--- src/rtl/mpfd_pkg.sv ---
// Shared types, codes and constants of the page framebuffer draw engine.
package mpfd_pkg;

   localparam int WIDTH_PIXELS_DEF  = 128;
   localparam int HEIGHT_PIXELS_DEF = 64;
   localparam int QUEUE_DEPTH_DEF   = 4;

   localparam int OP_W      = 3;
   localparam int COORD_W   = 9;
   localparam int CALC_W    = COORD_W + 2;
   localparam int PATTERN_W = 8;
   localparam int MODE_W    = 2;
   localparam int DATA_W    = 8;
   // widest store: 128 columns by 16 pages
   localparam int ADDR_MAX_W = 11;
   localparam int COL_MAX_W  = 7;
   localparam int PAGE_MAX_W = 4;

   localparam logic [PATTERN_W-1:0] DOTTED_RESET = 8'h55;
   localparam logic [DATA_W-1:0]    MASK_ALL     = 8'hff;
   localparam logic [DATA_W-1:0]    MASK_ONE     = 8'h01;

   typedef enum logic [OP_W-1:0] {
      OP_PLOT  = 3'd0,
      OP_HLINE = 3'd1,
      OP_VLINE = 3'd2,
      OP_CLEAR = 3'd3,
      OP_READ  = 3'd4
   } op_type;

   typedef enum logic [MODE_W-1:0] {
      MODE_SET    = 2'd0,
      MODE_CLEAR  = 2'd1,
      MODE_TOGGLE = 2'd2
   } mode_type;

   typedef enum logic [1:0] {
      CMD_HLINE = 2'd0,
      CMD_VLINE = 2'd1,
      CMD_CLEAR = 2'd2,
      CMD_READ  = 2'd3
   } cmd_kind_type;

   // One queued command: a run of byte updates starting at addr.
   typedef struct packed {
      cmd_kind_type            kind;
      mode_type                mode;
      logic [ADDR_MAX_W-1:0]   addr;
      logic [ADDR_MAX_W-1:0]   count;      // bytes minus one
      logic [PATTERN_W-1:0]    pattern;
      logic [DATA_W-1:0]       first_mask; // row bit for hline, top page mask for vline
      logic [DATA_W-1:0]       last_mask;  // bottom page mask for vline
      logic                    zero_read;  // read off screen
   } cmd_type;

endpackage

--- src/rtl/mpfd_front.sv ---
// Front end: classifies and clips one request into a byte-run command.
module mpfd_front import mpfd_pkg::*; #(
   parameter int WIDTH_PIXELS  = WIDTH_PIXELS_DEF,
   parameter int HEIGHT_PIXELS = HEIGHT_PIXELS_DEF
) (
   input  logic [OP_W-1:0]           operation,
   input  logic signed [COORD_W-1:0] x_pos,
   input  logic signed [COORD_W-1:0] y_pos,
   input  logic signed [COORD_W-1:0] length,
   input  logic [PATTERN_W-1:0]      pattern,
   input  logic [MODE_W-1:0]         draw_mode,
   input  logic [PATTERN_W-1:0]      dotted_pattern,
   output logic                      cmd_valid,
   output cmd_type                   cmd
);

   localparam int PAGE_COUNT  = (HEIGHT_PIXELS + 7) / 8;
   localparam int STORE_BYTES = WIDTH_PIXELS * PAGE_COUNT;
   localparam logic signed [CALC_W-1:0] W_S = CALC_W'(WIDTH_PIXELS);
   localparam logic signed [CALC_W-1:0] H_S = CALC_W'(HEIGHT_PIXELS);
   localparam logic signed [CALC_W-1:0] ZERO_S = '0;
   localparam logic signed [CALC_W-1:0] ONE_S  = CALC_W'(1);
   localparam logic [ADDR_MAX_W-1:0] W_A = ADDR_MAX_W'(WIDTH_PIXELS);

   logic signed [CALC_W-1:0] x_s, y_s, len_s;
   logic x_on, y_on;
   logic signed [CALC_W-1:0] h_start, h_end_raw, h_end, h_cnt;
   logic signed [CALC_W-1:0] v_sum, v_top_raw, v_bot_raw, v_top, v_bot, v_last;
   logic h_ok, v_ok;
   logic [PAGE_MAX_W-1:0] y_page, top_page, last_page;

   assign x_s   = {{2{x_pos[COORD_W-1]}}, x_pos};
   assign y_s   = {{2{y_pos[COORD_W-1]}}, y_pos};
   assign len_s = {{2{length[COORD_W-1]}}, length};

   assign x_on = (x_s >= ZERO_S) && (x_s < W_S);
   assign y_on = (y_s >= ZERO_S) && (y_s < H_S);

   // horizontal clip
   assign h_start   = (x_s < ZERO_S) ? ZERO_S : x_s;
   assign h_end_raw = x_s + len_s;
   assign h_end     = (h_end_raw > W_S) ? W_S : h_end_raw;
   assign h_cnt     = h_end - h_start - ONE_S;
   assign h_ok      = y_on && (h_end > h_start);

   // vertical clip, negative height draws upward
   assign v_sum     = y_s + len_s;
   assign v_top_raw = len_s[CALC_W-1] ? v_sum : y_s;
   assign v_bot_raw = len_s[CALC_W-1] ? y_s : v_sum;
   assign v_top     = (v_top_raw < ZERO_S) ? ZERO_S : v_top_raw;
   assign v_bot     = (v_bot_raw > H_S) ? H_S : v_bot_raw;
   assign v_last    = v_bot - ONE_S;
   assign v_ok      = x_on && (v_bot > v_top);

   assign y_page    = y_s[PAGE_MAX_W+2:3];
   assign top_page  = v_top[PAGE_MAX_W+2:3];
   assign last_page = v_last[PAGE_MAX_W+2:3];

   always_comb begin
      cmd       = '0;
      cmd_valid = 1'b0;
      case (op_type'(operation))
         OP_PLOT: begin
            cmd_valid      = x_on && y_on;
            cmd.kind       = CMD_HLINE;
            cmd.mode       = mode_type'(draw_mode);
            cmd.addr       = ADDR_MAX_W'(y_page) * W_A + ADDR_MAX_W'(x_s[COL_MAX_W-1:0]);
            cmd.pattern    = MASK_ONE;
            cmd.first_mask = MASK_ONE << y_s[2:0];
         end
         OP_HLINE: begin
            cmd_valid      = h_ok;
            cmd.kind       = CMD_HLINE;
            cmd.mode       = mode_type'(draw_mode);
            cmd.addr       = ADDR_MAX_W'(y_page) * W_A
                           + ADDR_MAX_W'(h_start[COL_MAX_W-1:0]);
            cmd.count      = ADDR_MAX_W'(h_cnt);
            cmd.pattern    = pattern;
            cmd.first_mask = MASK_ONE << y_s[2:0];
         end
         OP_VLINE: begin
            cmd_valid      = v_ok;
            cmd.kind       = CMD_VLINE;
            cmd.mode       = MODE_TOGGLE;
            cmd.addr       = ADDR_MAX_W'(top_page) * W_A + ADDR_MAX_W'(x_s[COL_MAX_W-1:0]);
            cmd.count      = ADDR_MAX_W'(last_page - top_page);
            // dotted pattern flips phase on an even start row
            cmd.pattern    = (pattern == dotted_pattern && !v_top[0]) ? ~pattern : pattern;
            cmd.first_mask = MASK_ALL << v_top[2:0];
            cmd.last_mask  = MASK_ALL >> (3'd7 - v_last[2:0]);
         end
         OP_CLEAR: begin
            cmd_valid = 1'b1;
            cmd.kind  = CMD_CLEAR;
            cmd.mode  = MODE_CLEAR;
            cmd.count = ADDR_MAX_W'(STORE_BYTES - 1);
         end
         OP_READ: begin
            cmd_valid     = 1'b1;
            cmd.kind      = CMD_READ;
            cmd.zero_read = !(x_on && y_on);
            if (x_on && y_on) begin
               cmd.addr = ADDR_MAX_W'(y_page) * W_A + ADDR_MAX_W'(x_s[COL_MAX_W-1:0]);
            end
         end
         default: begin
            cmd_valid = 1'b0;
         end
      endcase
   end

endmodule

--- config.mk ---
export PLATFORM = sky130hd
export DESIGN_NAME = mpfd_front
export DESIGN_NICKNAME = d
export VERILOG_FILES = /design/src/rtl/mpfd_pkg.sv /design/src/rtl/mpfd_front.sv
export SDC_FILE = /design/constraint.sdc
export NUM_CORES = 1
export LEC_CHECK = 0
export BUFFER_PORTS_ARGS = -buffer_cell sky130_fd_sc_hd__buf_4
export CAP_MARGIN = 25
export CORE_MARGIN = 2
export CORE_UTILIZATION = 50
export DETAILED_ROUTE_END_ITERATION = 8
export PLACE_DENSITY = 0.87
export SYNTH_ARGS = -nofsm -noshare
export SYNTH_HDL_FRONTEND = slang
export SYNTH_SLANG_ARGS = --single-unit
--- constraint.sdc ---
create_clock -name vclk -period 7.9
set_input_delay 0.79 -clock vclk [all_inputs]
set_output_delay 0.79 -clock vclk [all_outputs]
set_load 0.005 [all_outputs]
==> key figures <==
Die
  • Die W: 83.8 um
  • Row Count: 29
  • Core Box Area: between 0.006 and 0.007 mm^2
  • Initial Utilization: 51.0%
  • Die area: 0.00702 mm^2
  • Top Ports: 100
  • Die Y: 83.8 um

Outcome
  • Status: finished, final reports clean

Placement
  • Hpwl dp: 8260 um
  • PortBufs: 100
  • Gp weighted congestion: 0.908

Worst setup path
  • Crit path required time: 7110 ps
  • Crit-path most repeated cell: nand2b_1
  • Buf+Inv Stages, Crit Path: 4
  • CP max FO: 9
  • Crit-path slowest cell: fa_1
  • Setup crit end kind: primary output
  • Crit path launch type: input port
  • Crit-path cells: buf_4, ha_1, inv_1, fa_1, nor2b_1, o31a_1, o2bb2ai_1, xnor2_1, o311ai_0, nand2b_1, nand2b_1, ha_1, inv_1, nor2_1, mux2i_1, o22ai_1, fa_1, nor2b_1, o21ai_0, nand2b_1, nand2b_1, nand3b_1, o21ai_0, buf_4
  • Setup Crit Path Kind: input port to primary output
  • WP data arrival: 5500 ps
  • Crit path largest cell delay: 440 ps
  • WP depth: 24
  • Critical Path Source: y_pos[0]
  • Largest delay share family, worst path: adder cells

Power and ir drop
  • Logic gate share of total power: 100.0%
  • Sw power: 238 uW
  • Worst vdd ir: 0.0000892 V
  • Sw Ratio: between 50% and 60%
  • Seq pwr share: 0%
  • Total power: 440 uW
  • Clock group share of total power: 0%
  • Int Pwr: 203 uW
  • Power density cells: 111 mW/mm^2
  • Leak pwr: roughly 0.0019 uW

Route
  • WL per Instance: 16.0 um
  • Drt drc: 0
  • DR pass1 iterations: 5
  • Via count: approximately 3,800
  • Routed Antenna Nets: 0
  • Detailed Route WL: 9980 um
  • Vias/cell: 6.10
  • DRT iter0 DRCs: 226

Timing
  • Fin crit share: between 70% and 80%
  • Sum of negative setup slack: 0 ps
  • Fmax: 159 MHz
  • Max transition margin: 53.5%
  • Worst-margin pin slew: 692 ps
  • Final hold vios: 0
  • Crit path time final: ~6300 ps
  • RSZ-0062 raised after global routing: false
  • Max Slew Vio Count: 0
  • # setup viols final: 0

Yosys
  • Register area share after synthesis: 0%
  • Synth cell types: between 50 and 60
  • Syn. warnings: 0
  • Post-Syn Area: between 0.003 and 0.004 mm^2
  • Net Count, Synth: 561
  • Avg Cell Area, Syn: between 6 and 7 um^2
  • Post-synthesis instance total: 465

Layout
  • Most frequent cells in the layout: buf_4, ha_1, nor2_1, o21ai_0, nand2_1
  • Final net count: 646
  • Layout cells sized above 1: between 20% and 30%
  • Antenna diodes: 0
  • Commonest non-fill, non-tap cell in the layout: buf_4
  • Sequential cell area: 0 um^2
  • FF+latch count: 0
  • P&R area growth vs syn: 24.3%
  • Clkbuf count: 0

Worst hold path
  • Cell depth of the worst hold path: 3
  • Worst hold start: x_pos[3]
  • Worst min path class: input port to primary output

Clock network
  • Post-CTS sizing: 0
  • Setup bufs post-CTS: 0
  • Hold_buf cts: 0

Global routing
  • Vias in the first global route: about 3,600
  • Initial antenna violation count: 0
  • GRT Util Overall: 26.9%
  • Largest net degree at the start of global routing: 36
  • GRT overflow: 0
  • First-pass GRT wire length: 16,200 um

Flow run
  • Max_cap viols: 0
[routing by layer]
metal | up-vias | GRT usage [%] | share of wire (%) | routed length [um]
met5 | - | 0 | 0 | 0
met4 | 0 | 3.52 | 1.3 | 126
met3 | 13 | 3.26 | 8.9 | 885
met2 | 177 | 46.0 | 46 | 4570
met1 | 1756 | 37.3 | 44 | 4400
li1 | 1869 | - | - | -
[tightest hold or removal path: stages]
cell and delay, ps:
buf_4 90, and2_1 110, buf_4 100
[cells in the mapped netlist (3+ instances only)]
cell type	instances	area [um^2]
o211ai_1	5	37.5
nand2b_1	24	150
xnor2_1	13	114
or2_2	4	25.0
or3_1	5	31.3
o21ai_0	35	175
o2bb2ai_1	3	26.3
o32ai_1	3	26.3
ha_1	44	551
o21a_1	10	75.1
a21oi_1	26	130
xor2_1	17	149
a221o_1	8	80.1
o22ai_1	7	43.8
nand2_1	33	124
nor3_1	12	60.1
nor2_1	37	139
clkbuf_1	12	45.0
nor2b_1	26	163
and2_1	15	93.8
a21o_1	16	120
nand4_1	4	25.0
nand3_1	5	25.0
mux2i_1	8	80.1
and3_1	7	43.8
fa_1	4	80.1
nor4_1	11	68.8
inv_1	28	105
nor3b_1	3	22.5
[power groups by stage]
stage	Combinational, uW	Clock, uW	Sequential [uW]
2_1_floorplan	304	0	0
3_3_place_gp	423	0	0
3_5_place_dp	433	0	0
4_1_cts	436	0	0
5_1_grt	490	0	0
6_report	440	0	0
[layout make-up]
cell class | instances | area [um^2]
fill | 582 | 2290
inverter | 28 | 105
tap | 77 | 96.3
timing repair buffer | 100 | 751
multi-input combinational | 420 | 3000
[through the flow]
step | worst slack (ps) | hold slack [ps] | instance area (um^2) | cells | utilization (%)
floorplan | 2610 | 1650 | 3180 | 465 | -
global placement | 1890 | 1880 | 3960 | 625 | 63.4
detailed placement | 1690 | 1880 | 3960 | 625 | 63.4
CTS | 1690 | 1880 | 3960 | 625 | 63.4
global route | 1180 | 1890 | 3960 | 625 | 63.4
finish | 1610 | 1880 | 3960 | 625 | 63.4
[logic make-up after synthesis]
kind of cell | count (synthesis) | synth area share (%)
AND/OR/NAND/NOR | 193 | 32.4
adder cells (fa/ha/maj) | 48 | 19.8
AO/OA/AOI/OAI | 139 | 30.7
multiplexers | 10 | 3.22
XOR/XNOR | 30 | 8.26
buffers and inverters | 45 | 5.62
[path summary, 6_finish.rpt]
kind / end / slack (ps)
min: cmd[39] / 1880
max: cmd[33] / 1610
Note: power is estimated with default switching activity, not from simulation.
