==> src/rtl/mpfd_pkg.sv <==
// Shared types, codes and constants of the page framebuffer draw engine.
package mpfd_pkg;

   localparam int WIDTH_PIXELS_DEF  = 128;
   localparam int HEIGHT_PIXELS_DEF = 64;
   localparam int QUEUE_DEPTH_DEF   = 4;

   localparam int OP_W      = 3;
   localparam int COORD_W   = 9;
   localparam int CALC_W    = COORD_W + 2;
   localparam int PATTERN_W = 8;
   localparam int MODE_W    = 2;
   localparam int DATA_W    = 8;
   // widest store: 128 columns by 16 pages
   localparam int ADDR_MAX_W = 11;
   localparam int COL_MAX_W  = 7;
   localparam int PAGE_MAX_W = 4;

   localparam logic [PATTERN_W-1:0] DOTTED_RESET = 8'h55;
   localparam logic [DATA_W-1:0]    MASK_ALL     = 8'hff;
   localparam logic [DATA_W-1:0]    MASK_ONE     = 8'h01;

   typedef enum logic [OP_W-1:0] {
      OP_PLOT  = 3'd0,
      OP_HLINE = 3'd1,
      OP_VLINE = 3'd2,
      OP_CLEAR = 3'd3,
      OP_READ  = 3'd4
   } op_type;

   typedef enum logic [MODE_W-1:0] {
      MODE_SET    = 2'd0,
      MODE_CLEAR  = 2'd1,
      MODE_TOGGLE = 2'd2
   } mode_type;

   typedef enum logic [1:0] {
      CMD_HLINE = 2'd0,
      CMD_VLINE = 2'd1,
      CMD_CLEAR = 2'd2,
      CMD_READ  = 2'd3
   } cmd_kind_type;

   // One queued command: a run of byte updates starting at addr.
   typedef struct packed {
      cmd_kind_type            kind;
      mode_type                mode;
      logic [ADDR_MAX_W-1:0]   addr;
      logic [ADDR_MAX_W-1:0]   count;      // bytes minus one
      logic [PATTERN_W-1:0]    pattern;
      logic [DATA_W-1:0]       first_mask; // row bit for hline, top page mask for vline
      logic [DATA_W-1:0]       last_mask;  // bottom page mask for vline
      logic                    zero_read;  // read off screen
   } cmd_type;

endpackage

==> src/rtl/mpfd_queue.sv <==
// Short command queue between the front end and the draw engine.
module mpfd_queue import mpfd_pkg::*; #(
   parameter int DEPTH = QUEUE_DEPTH_DEF
) (
   input  logic    clock,
   input  logic    reset,
   input  logic    push,
   input  cmd_type push_cmd,
   output logic    full,
   input  logic    pop,
   output cmd_type head_cmd,
   output logic    empty
);

   localparam int PTR_W = (DEPTH > 1) ? $clog2(DEPTH) : 1;
   localparam int CNT_W = $clog2(DEPTH + 1);
   localparam logic [PTR_W-1:0] PTR_LAST = PTR_W'(DEPTH - 1);
   localparam logic [CNT_W-1:0] CNT_FULL = CNT_W'(DEPTH);

   cmd_type slot_ff [DEPTH];
   logic [PTR_W-1:0] wr_ptr_ff, wr_ptr_in, rd_ptr_ff, rd_ptr_in;
   logic [CNT_W-1:0] count_ff, count_in;
   logic do_push, do_pop;

   assign full     = (count_ff == CNT_FULL);
   assign empty    = (count_ff == '0);
   assign head_cmd = slot_ff[rd_ptr_ff];
   assign do_push  = push && !full;
   assign do_pop   = pop && !empty;

   always_comb begin
      wr_ptr_in = wr_ptr_ff;
      rd_ptr_in = rd_ptr_ff;
      count_in  = count_ff;
      if (do_push) begin
         wr_ptr_in = (wr_ptr_ff == PTR_LAST) ? '0 : wr_ptr_ff + 1'b1;
      end
      if (do_pop) begin
         rd_ptr_in = (rd_ptr_ff == PTR_LAST) ? '0 : rd_ptr_ff + 1'b1;
      end
      if (do_push && !do_pop) begin
         count_in = count_ff + 1'b1;
      end else if (do_pop && !do_push) begin
         count_in = count_ff - 1'b1;
      end
   end

   always_ff @(posedge clock) begin
      if (reset) begin
         wr_ptr_ff <= '0;
         rd_ptr_ff <= '0;
         count_ff  <= '0;
      end else begin
         wr_ptr_ff <= wr_ptr_in;
         rd_ptr_ff <= rd_ptr_in;
         count_ff  <= count_in;
      end
   end

   always_ff @(posedge clock) begin
      if (do_push) begin
         slot_ff[wr_ptr_ff] <= push_cmd;
      end
   end

endmodule

==> config.mk <==
export PLATFORM = sky130hd
export DESIGN_NAME = mpfd_queue
export DESIGN_NICKNAME = d
export VERILOG_FILES = /design/src/rtl/mpfd_pkg.sv /design/src/rtl/mpfd_queue.sv
export SDC_FILE = /design/constraint.sdc
export NUM_CORES = 1
export LEC_CHECK = 0
export CORE_MARGIN = 2
export CORE_UTILIZATION = 62
export CTS_CLUSTER_DIAMETER = 150
export DETAILED_ROUTE_END_ITERATION = 6
export DONT_BUFFER_PORTS = 1
export GPL_ROUTABILITY_DRIVEN = 0
export HOLD_SLACK_MARGIN = 0.02
export MAX_ROUTING_LAYER = met4
export PLACE_DENSITY_LB_ADDON = 0.3
export SLEW_MARGIN = 20
export SYNTH_ARGS = -nofsm -noshare
export SYNTH_HDL_FRONTEND = slang
export SYNTH_SLANG_ARGS = --single-unit
export TNS_END_PERCENT = 100
==> constraint.sdc <==
create_clock -name clock -period 3.1 [get_ports clock]
set_clock_uncertainty 0.2 [all_clocks]
set_input_delay 0.31 -clock clock [delete_from_list [all_inputs] [get_ports clock]]
set_output_delay 0.31 -clock clock [all_outputs]
set_load 0.01 [all_outputs]
==> reports/metrics.csv, run 1 <==
metric;value;unit
Setup crit end;count_ff[2];
Final Util;74.4;%
n_diodes;0;
PnR Total Power;7.18;mW
worst reg-to-reg setup slack;0.41;ns
R2R depth;9;
max-slew violations;0;
drt total wl;13600;µm
pre-CTS setup slack;0.427;ns
end of the worst register-to-register path;count_ff[2];
Fin. Hold Viols;0;
Die Width;116;µm
fmax;0.371;GHz
vias in the first global route;3652;
Synth cell types;26;
Tightest Pin Transition;0.630;ns
Post-Syn Nets;379;
most frequent cells in the layout;edfxtp_1, dlygate4sd3_1, mux4_2;
CTS root buffer;clkbuf_16;
Row Count;41;
DRC viols;0;
Compound-Gate Fraction of Synth Area;0.638;%
clk slew on worst S/H paths;0.06;ns
Initial Util;62.9;%
Period minus WS final;2.69;ns
synthesized area;0.00784;mm²
mux share of post-synthesis cell area;14.9;%
post-synthesis xor/xnor area fraction;0.223;%
core area;0.0125;mm²
Max clock buf depth;3;
FF-to-FF Start;count_ff[1];
CTS tree;built;
PortBufs;0;
initial antenna violation count;0;
Die Y;116;µm
Yosys Warn Count;0;
status;completed;
CP startpoint kind;flop;
Hold WC Path Type;in2reg;
Worst setup EP type;flop;
Num CTS Buffers;21;
Mapped Cells;317;
Rel. slew slack;58.0;%
Ports;108;
non-filler cells, final;578;
simple logic cell fraction of the synthesized area;1.20;%
routed vias;3424;
Avg Cell Area, Syn;24.7;µm²
Setup WS post-layout;0.405;ns
Cell Pwr Density;774;mW/mm²
share of cells above drive strength 1;24.4;%
required time worst endpoint;3.31;ns
WL/cell;23.6;µm
CP Launch Point;count_ff[1];
most common cell after layout, fill and taps aside;edfxtp_1;
Die ar.;0.0136;mm²
maxcap violations;0;
top fanout value on the critical path;7;
count of final setup violators;0;
# H-tree levels;1;
gr usage total;21.1;%
Clock Latency Late Sink;0.48;ns
Leak;2.96;nW
critical path arrival;2.91;ns
main combinational cell family by area after synthesis;multiplexers;
post-synthesis adder-cell area fraction;1.21;%
drt initial violations;314;
post-placement cell count;486;
DR vias/cell;5.92;
Yosys reg bits;213;
post-route ant nets;0;
PostCTS Resize Cnt;0;
Final Cycle Share;86.9;%
Peak VDD IR;502;µV
drt first pass iters;4;
Total Nets Final;453;
DP HPWL;7850;µm
post-route setup TNS;0;ns
WS Path Type;reg2reg;
RSZ-0062 raised after global routing;false;
sequential share of the synthesized area;80.4;%
first-pass GRT wire length;20300;µm
Syn-to-layout area delta;18.3;%
global route total overflow;0;
Num Clock Sinks;213;
largest net degree at the start of global routing;35;
==> worst min path at each step <==
stage / from / to / cells past startpoint
finish: push / slot_ff[1][5] / 1
global route: push / slot_ff[1][5] / 1
CTS: push / slot_ff[1][5] / 1
detailed placement: reset / count_ff[0] / 1
global placement: reset / count_ff[2] / 1
floorplan: push_cmd[0] / slot_ff[0][0] / 0
==> repair_timing <==
item,4_1_cts,5_1_grt
setup buffers,0,0
endpoints found under the hold margin,213,0
hold buffers,54,0
==> registers in the layout (all words and copies together) (netlist names), named ones only <==
| register | cells |
|---|---|
| slot_ff | 204 |
| count_ff | 3 |
| rd_ptr_ff | 2 |
| wr_ptr_ff | 2 |
==> routing by layer <==
layer  vias to the layer above  routed length (µm)  GRT usage, %
met5                         -                   0             -
met4                         0                 174          4.52
met3                        20                1010          4.51
met2                       129                7010          35.0
met1                      1783                5440          27.6
li1                       1492                   -             -
==> area by class of cell <==
class / instances / area [µm²]
Clock inverter: 10 / 47.5
Inverter: 5 / 23.8
Timing Repair Buffer: 65 / 698
Tap cell: 172 / 215
Sequential cell: 213 / 6310
Fill cell: 690 / 3190
Clock buffer: 28 / 552
Multi-Input combinational cell: 85 / 1430
==> kinds of logic (layout without fill, tap and decap cells) <==
group,count (synthesis),after routing
simple gates,16,16
xor+xnor,2,2
fa+ha+maj,7,7
buf+inv,19,108
flops,213,213
mux,53,53
compound gates,7,7
==> critical path, cell delays in order (launching register included) <==
cell and delay [ns]:
dfxtp_1 0.44, or3b_1 0.31, clkinv_4 0.12, nor2_2 0.15
ha_1 0.22, inv_1 0.06, fa_1 0.39, xor2_1 0.18
or3_2 0.41, a21oi_1 0.15
==> through the flow <==
step,cell area [µm²],hold WS (ns)
after detailed placement,8130,0.186
after CTS,9270,0.142
after global routing,9270,0.146
after global placement,8130,0.181
final,9270,0.143
after floorplan,7840,0.209
==> power by group <==
group / switching, mW / total, mW / internal, mW
registers: 0.160 / 3.64 / 3.48
clock network: 0.968 / 2.22 / 1.25
logic: 0.708 / 1.32 / 0.607
total: 1.84 / 7.18 / 5.34
==> cells in the mapped netlist, drive strengths merged <==
master,n,area share (%)
xor2,2,0.22
mux4,51,15
mux2i,2,0.26
ha,6,0.96
inv,4,0.19
nand3,2,0.13
o31ai,2,0.32
buf,10,0.88
edfxtp,204,78
and3,4,0.38
nand2,1,0.048
fa,1,0.26
or3,2,0.18
or3b,1,0.11
o21ai,2,0.13
a21oi,3,0.19
nor3,2,0.13
dfxtp,9,2.3
clkbuf,4,0.19
clkinv,1,0.11
nor2,4,0.22
No activity file was read; power rests on OpenSTA's default activity.
==> run 2, diff against run 1 <==
--- a/config.mk
+++ b/config.mk
@@ -5,13 +5,13 @@
 export SDC_FILE = /design/constraint.sdc
 export NUM_CORES = 1
 export LEC_CHECK = 0
+export CORE_ASPECT_RATIO = 1.5
 export CORE_MARGIN = 2
 export CORE_UTILIZATION = 62
 export CTS_CLUSTER_DIAMETER = 150
 export DETAILED_ROUTE_END_ITERATION = 6
 export DONT_BUFFER_PORTS = 1
 export GPL_ROUTABILITY_DRIVEN = 0
-export HOLD_SLACK_MARGIN = 0.02
 export MAX_ROUTING_LAYER = met4
 export PLACE_DENSITY_LB_ADDON = 0.3
 export SLEW_MARGIN = 20
==> run 2 against run 1 <==
Register-to-register slack hardly changed. Non-clock buffer count is 2 lower. First-iteration DRC count is 64% lower. Clock power hardly changed. Critical path depth stayed put. Count of clock-buffer cells in the layout is 8 lower. Combinational power hardly changed. Critical path type unchanged. Largest cell class unchanged. Largest power group unchanged.
==> reports/metrics.csv, run 2 (synthesized netlist as in run 1, its figures left out) <==
metric;value;unit;change
most common cell after layout, fill and taps aside;edfxtp_1;;
Setup WS post-layout;0.399;ns;-0.00627 ns
Row Count;50;;+22%
PortBufs;0;;unchanged
routed vias;3395;;-0.85%
top flop regs;slot_ff x204, count_ff x3;;
Tightest Pin Transition;0.603;ns;-0.0264 ns
Hold WC Path Type;in2reg;;
CTS tree;built;;
non-filler cells, final;554;;-4.2%
first-pass GRT wire length;20200;µm;-0.55%
post-placement cell count;468;;-3.7%
DR vias/cell;6.13;;+3.4%
WL/cell;23.9;µm;+1.3%
top fanout value on the critical path;7;;unchanged
CTS root buffer;clkbuf_16;;
largest net degree at the start of global routing;41;;+17%
Fin. Hold Viols;0;;unchanged
RSZ-0062 raised after global routing;false;;
maxcap violations;0;;unchanged
# H-tree levels;1;;unchanged
Rel. slew slack;59.8;%;+1.8 points
WS Path Type;reg2reg;;
Clock Latency Late Sink;0.46;ns;-0.02 ns
pre-CTS setup slack;0.406;ns;-0.0209 ns
Num Clock Sinks;213;;unchanged
area post-placement;0.00809;mm²;-0.58%
Final Util;74.4;%;about the same
initial antenna violation count;0;;unchanged
most frequent cells in the layout;edfxtp_1, dlygate4sd3_1, mux4_2;;
count of final setup violators;0;;unchanged
Crit path buffers/inverters;2;;unchanged
DP HPWL;7650;µm;-2.5%
Peak VDD IR;602;µV;+20%
fmax;0.370;GHz;-0.23%
Die Width;95.8;µm;-18%
DRC viols;0;;unchanged
post-route ant nets;0;;unchanged
n_diodes;0;;unchanged
Max clock buf depth;3;;unchanged
Syn-to-layout area delta;17.6;%;
Initial Util;63.3;%;+0.40 points
drt initial violations;114;;-64%
Total Nets Final;449;;-0.88%
Die ar.;0.0136;mm²;+0.14%
Reg with most FFs;slot_ff;;
Leak;2.95;nW;-0.40%
Num CTS Buffers;19;;-9.5%
CP cell instances;or3b_1 -> clkinv_4 -> nor2_2 -> ha_1 -> inv_1 -> fa_1 -> xor2_1 -> or3_2 -> a21oi_1;;
required time worst endpoint;3.30;ns;about the same
Design Area, Final;0.00922;mm²;-0.57%
worst reg-to-reg setup slack;0.40;ns;about the same
vias in the first global route;3582;;-1.9%
critical path arrival;2.90;ns;about the same
post-route setup TNS;0;ns;unchanged
Worst setup EP type;flop;;
core area;0.0124;mm²;-0.63%
Cell Pwr Density;776;mW/mm²;+0.22%
Ports;108;;unchanged
Fillers;701;;+1.6%
drt first pass iters;4;;unchanged
Period minus WS final;2.70;ns;+0.00627 ns
global route total overflow;0;;unchanged
CP startpoint kind;flop;;
share of cells above drive strength 1;25.4;%;+0.99 points
slowest CP cell;dfxtp_1;;
delay-heaviest family, CP;simple AND/OR/NAND/NOR gates;;
postcts setup bufs;0;;unchanged
max-slew violations;0;;unchanged
Final Cycle Share;87.1;%;+0.20 points
status;completed;;
gr usage total;21.1;%;about the same
slowest stage delay, CP;0.45;ns;about the same
clk slew on worst S/H paths;0.06;ns;about the same
drt total wl;13200;µm;-2.9%
Die Y;142;µm;+22%
max reg flops;204;;unchanged
run 2: repair_timing:
| action | 4_1_cts | 5_1_grt |
|---|---|---|
| endpoints found under the hold margin | 213 | 0 |
| hold buffers | 54 | 0 |
| resized for setup | 0 | 0 |
run 2: worst paths after layout:
path	cells after the start	start	to
max	9	count_ff[0]	count_ff[2]
min	1	push	slot_ff[3][23]
max reg2reg	9	count_ff[0]	count_ff[2]
min reg2reg	2	rd_ptr_ff[0]	flop
run 2: cell type report:
cell class / instances / area, µm² / area share [%]
Tap cell: 156 / 195 / 2.12
Sequential cell: 213 / 6310 / 68.4
Multi-Input combinational cell: 85 / 1430 / 15.5
Clock buffer: 20 / 479 / 5.20
Timing Repair Buffer: 63 / 671 / 7.27
Inverter: 5 / 23.8 / 0.258
Clock inverter: 12 / 115 / 1.25
run 2: power by group:
part           total [mW]  switching [mW]  internal [mW]
sequential           3.65           0.163           3.48
combinational        1.29           0.687          0.603
clock                2.22           0.927           1.29
run 2: worst reg2reg max path, cell delays in order (launching register included):
cell and delay (ns):
dfxtp_1 0.45, or3b_1 0.30, clkinv_4 0.12, nor2_2 0.15
ha_1 0.21, inv_1 0.06, fa_1 0.37, xor2_1 0.18
or3_2 0.43, a21oi_1 0.15
run 2: metrics by stage:
step	power, mW	hold WS (ns)
2_1_floorplan	4.64	0.209
3_3_place_gp	4.89	0.181
3_5_place_dp	4.95	0.185
4_1_cts	7.25	0.151
5_1_grt	7.44	0.167
6_report	7.15	0.164
run 2: per-layer routing:
| layer | vias to the layer above | part of all wire (%) | global-route usage (%) |
|---|---|---|---|
| met5 | - | 0 | - |
| met1 | 1775 | 37 | 26.2 |
| met4 | 0 | 2.6 | 7.22 |
| li1 | 1481 | - | - |
| met3 | 25 | 4.6 | 2.81 |
| met2 | 114 | 56 | 35.9 |
==> run 3, diff against run 2 <==
--- a/config.mk
+++ b/config.mk
@@ -5,7 +5,7 @@
 export SDC_FILE = /design/constraint.sdc
 export NUM_CORES = 1
 export LEC_CHECK = 0
-export CORE_ASPECT_RATIO = 1.5
+export CORE_ASPECT_RATIO = 1.2
 export CORE_MARGIN = 2
 export CORE_UTILIZATION = 62
 export CTS_CLUSTER_DIAMETER = 150
==> run 3 against run 2 <==
Via count increased by 0.24%. Maximum frequency decreased by 0.69%. Critical path type unchanged. Sequential share of layout area increased by 0.21 points. Count of clock-buffer cells in the layout increased by 10. Wire length increased by 0.89%. Largest power group unchanged. Design area decreased by 0.31%. Cell count increased by 1.8%. Critical path depth unchanged. Global-route usage increased by 0.12 points. Register-to-register slack got worse by 0.02 ns. Die area decreased by 0.11%. Utilization decreased by 0.90 points.
==> reports/metrics.csv, run 3 (synthesized netlist as in run 1, its figures left out) <==
metric;value;unit;change
post-route setup TNS;0;ns;unchanged
Num Clock Sinks;213;;unchanged
Cell Pwr Density;780;mW/mm²;+0.58%
WL/cell;23.7;µm;-0.90%
GRT busiest layer;met2;;
CP startpoint kind;flop;;
count of final setup violators;0;;unchanged
top fanout value on the critical path;7;;unchanged
PostCTS Resize Cnt;0;;unchanged
Max clock buf depth;3;;unchanged
gr usage total;21.2;%;+0.12 points
worst reg-to-reg setup slack;0.38;ns;-0.02 ns
met2 Use GR;34.3;%;-1.6 points
global route total overflow;0;;unchanged
drt first pass iters;4;;unchanged
Tightest Pin Transition;0.753;ns;+0.150 ns
DRC viols;0;;unchanged
Total Nets Final;449;;unchanged
Die Y;127;µm;-10%
PortBufs;0;;unchanged
slowest CP cell;dfxtp_1;;
WS Path Type;reg2reg;;
# H-tree levels;1;;unchanged
Clock Latency Late Sink;0.48;ns;+0.02 ns
CP cell instances;or3b_1 -> clkinv_4 -> nor2_2 -> ha_1 -> inv_1 -> fa_1 -> xor2_1 -> or3_2 -> a21oi_1;;
Leak;2.93;nW;-0.64%
Num CTS Buffers;20;;+1
n_diodes;0;;unchanged
Peak VDD IR;595;µV;-1.2%
met1 Use GR;28.1;%;+1.8 points
Rel. slew slack;49.8;%;-10 points
RSZ-0062 raised after global routing;false;;
Hold Buf Count CTS;55;;+1.9%
status;completed;;
most frequent cells in the layout;edfxtp_1, dlygate4sd3_1, mux4_2;;
maxcap violations;0;;unchanged
slowest stage delay, CP;0.45;ns;about the same
end of the worst register-to-register path;count_ff[2];;
Reg with most FFs;slot_ff;;
routed vias;3403;;+0.24%
delay-heaviest family, CP;simple AND/OR/NAND/NOR gates;;
Ports;108;;unchanged
vias in the first global route;3647;;+1.8%
FF-to-FF Start;count_ff[0];;
Hold Path Cell Cnt;1;;unchanged
CTS root buffer;clkbuf_16;;
clk slew on worst S/H paths;0.06;ns;about the same
Initial Util;62.7;%;-0.57 points
CTS tree;built;;
largest net degree at the start of global routing;52;;+27%
Crit path buffers/inverters;2;;unchanged
Period minus WS final;2.72;ns;+0.0186 ns
Hold WC Path Type;in2reg;;
met3 Track Usage GR;4.59;%;+1.8 points
drt total wl;13400;µm;+0.89%
Final Cycle Share;87.7;%;+0.60 points
max-slew violations;0;;unchanged
Die Width;107;µm;+11%
Final Util;73.5;%;-0.90 points
Hold Crit Start;push;;
post-route ant nets;0;;unchanged
postcts setup bufs;0;;unchanged
core area;0.0125;mm²;+0.91%
fmax;0.368;GHz;-0.69%
Hold EP;slot_ff[1][48];;
Worst setup EP type;flop;;
share of cells above drive strength 1;23.3;%;-2.1 points
Syn-to-layout area delta;17.3;%;
first-pass GRT wire length;20900;µm;+3.6%
required time worst endpoint;3.31;ns;about the same
R2R depth;9;;unchanged
DP HPWL;7990;µm;+4.4%
DR vias/cell;6.03;;-1.5%
critical path arrival;2.93;ns;+0.03 ns
most common cell after layout, fill and taps aside;edfxtp_1;;
Fin. Hold Viols;0;;unchanged
initial antenna violation count;0;;unchanged
max reg flops;204;;unchanged
Die ar.;0.0136;mm²;-0.11%
drt initial violations;177;;+55%
Row Count;45;;-10%
top flop regs;slot_ff x204, count_ff x3;;
[run 3: changes by cell type in the layout (fill, tap and decap cells not counted)]
cell / before / now
clkinv_1: 1 / 2
buf_4: 4 / 6
clkbuf_1: 1 / 9
clkinvlp_4: 1 / 0
buf_12: 5 / 1
clkbuf_16: 19 / 21
clkinv_2: 7 / 1
dlygate4sd3_1: 54 / 55
bufinv_16: 2 / 1
[run 3: where the power goes]
part	switching, mW	internal [mW]	total (mW)
Sequential	0.118	3.49	3.60
Combinational	0.716	0.584	1.30
Clock	0.937	1.33	2.27
Total	1.77	5.40	7.17
[run 3: how the worst max path moves through the flow]
stage	start	to	slack (ns)	depth (start not counted)
finish	count_ff[0]	count_ff[2]	0.38	9
CTS	count_ff[0]	count_ff[2]	0.39	9
global route	count_ff[0]	count_ff[2]	0.26	9
floorplan	count_ff[0]	count_ff[2]	0.71	10
global placement	count_ff[0]	count_ff[2]	0.56	9
detailed placement	count_ff[0]	count_ff[2]	0.42	9
[run 3: routing by layer]
| metal | part of all wire [%] | wire length [µm] |
|---|---|---|
| met1 | 39 | 5260 |
| met2 | 53 | 7070 |
| met3 | 6.0 | 795 |
| met4 | 1.7 | 225 |
| met5 | 0 | 0 |
[run 3: layout make-up]
type | instances | area (µm²)
Clock inverter | 5 | 51.3
Timing Repair Buffer | 62 | 616
Inverter | 5 | 23.8
Multi-Input combinational cell | 85 | 1430
Tap cell | 164 | 205
Sequential cell | 213 | 6310
Fill cell | 717 | 3310
Clock buffer | 30 | 559
[run 3: metrics by stage]
stage	std cells	power [mW]	cell area, µm²	setup slack (ns)	hold WS, ns
finish	564	7.17	9190	0.380	0.239
global placement	474	4.85	8030	0.561	0.181
global route	564	7.46	9190	0.257	0.246
CTS	564	7.26	9190	0.392	0.237
floorplan	317	4.64	7840	0.707	0.209
detailed placement	474	4.91	8030	0.421	0.187
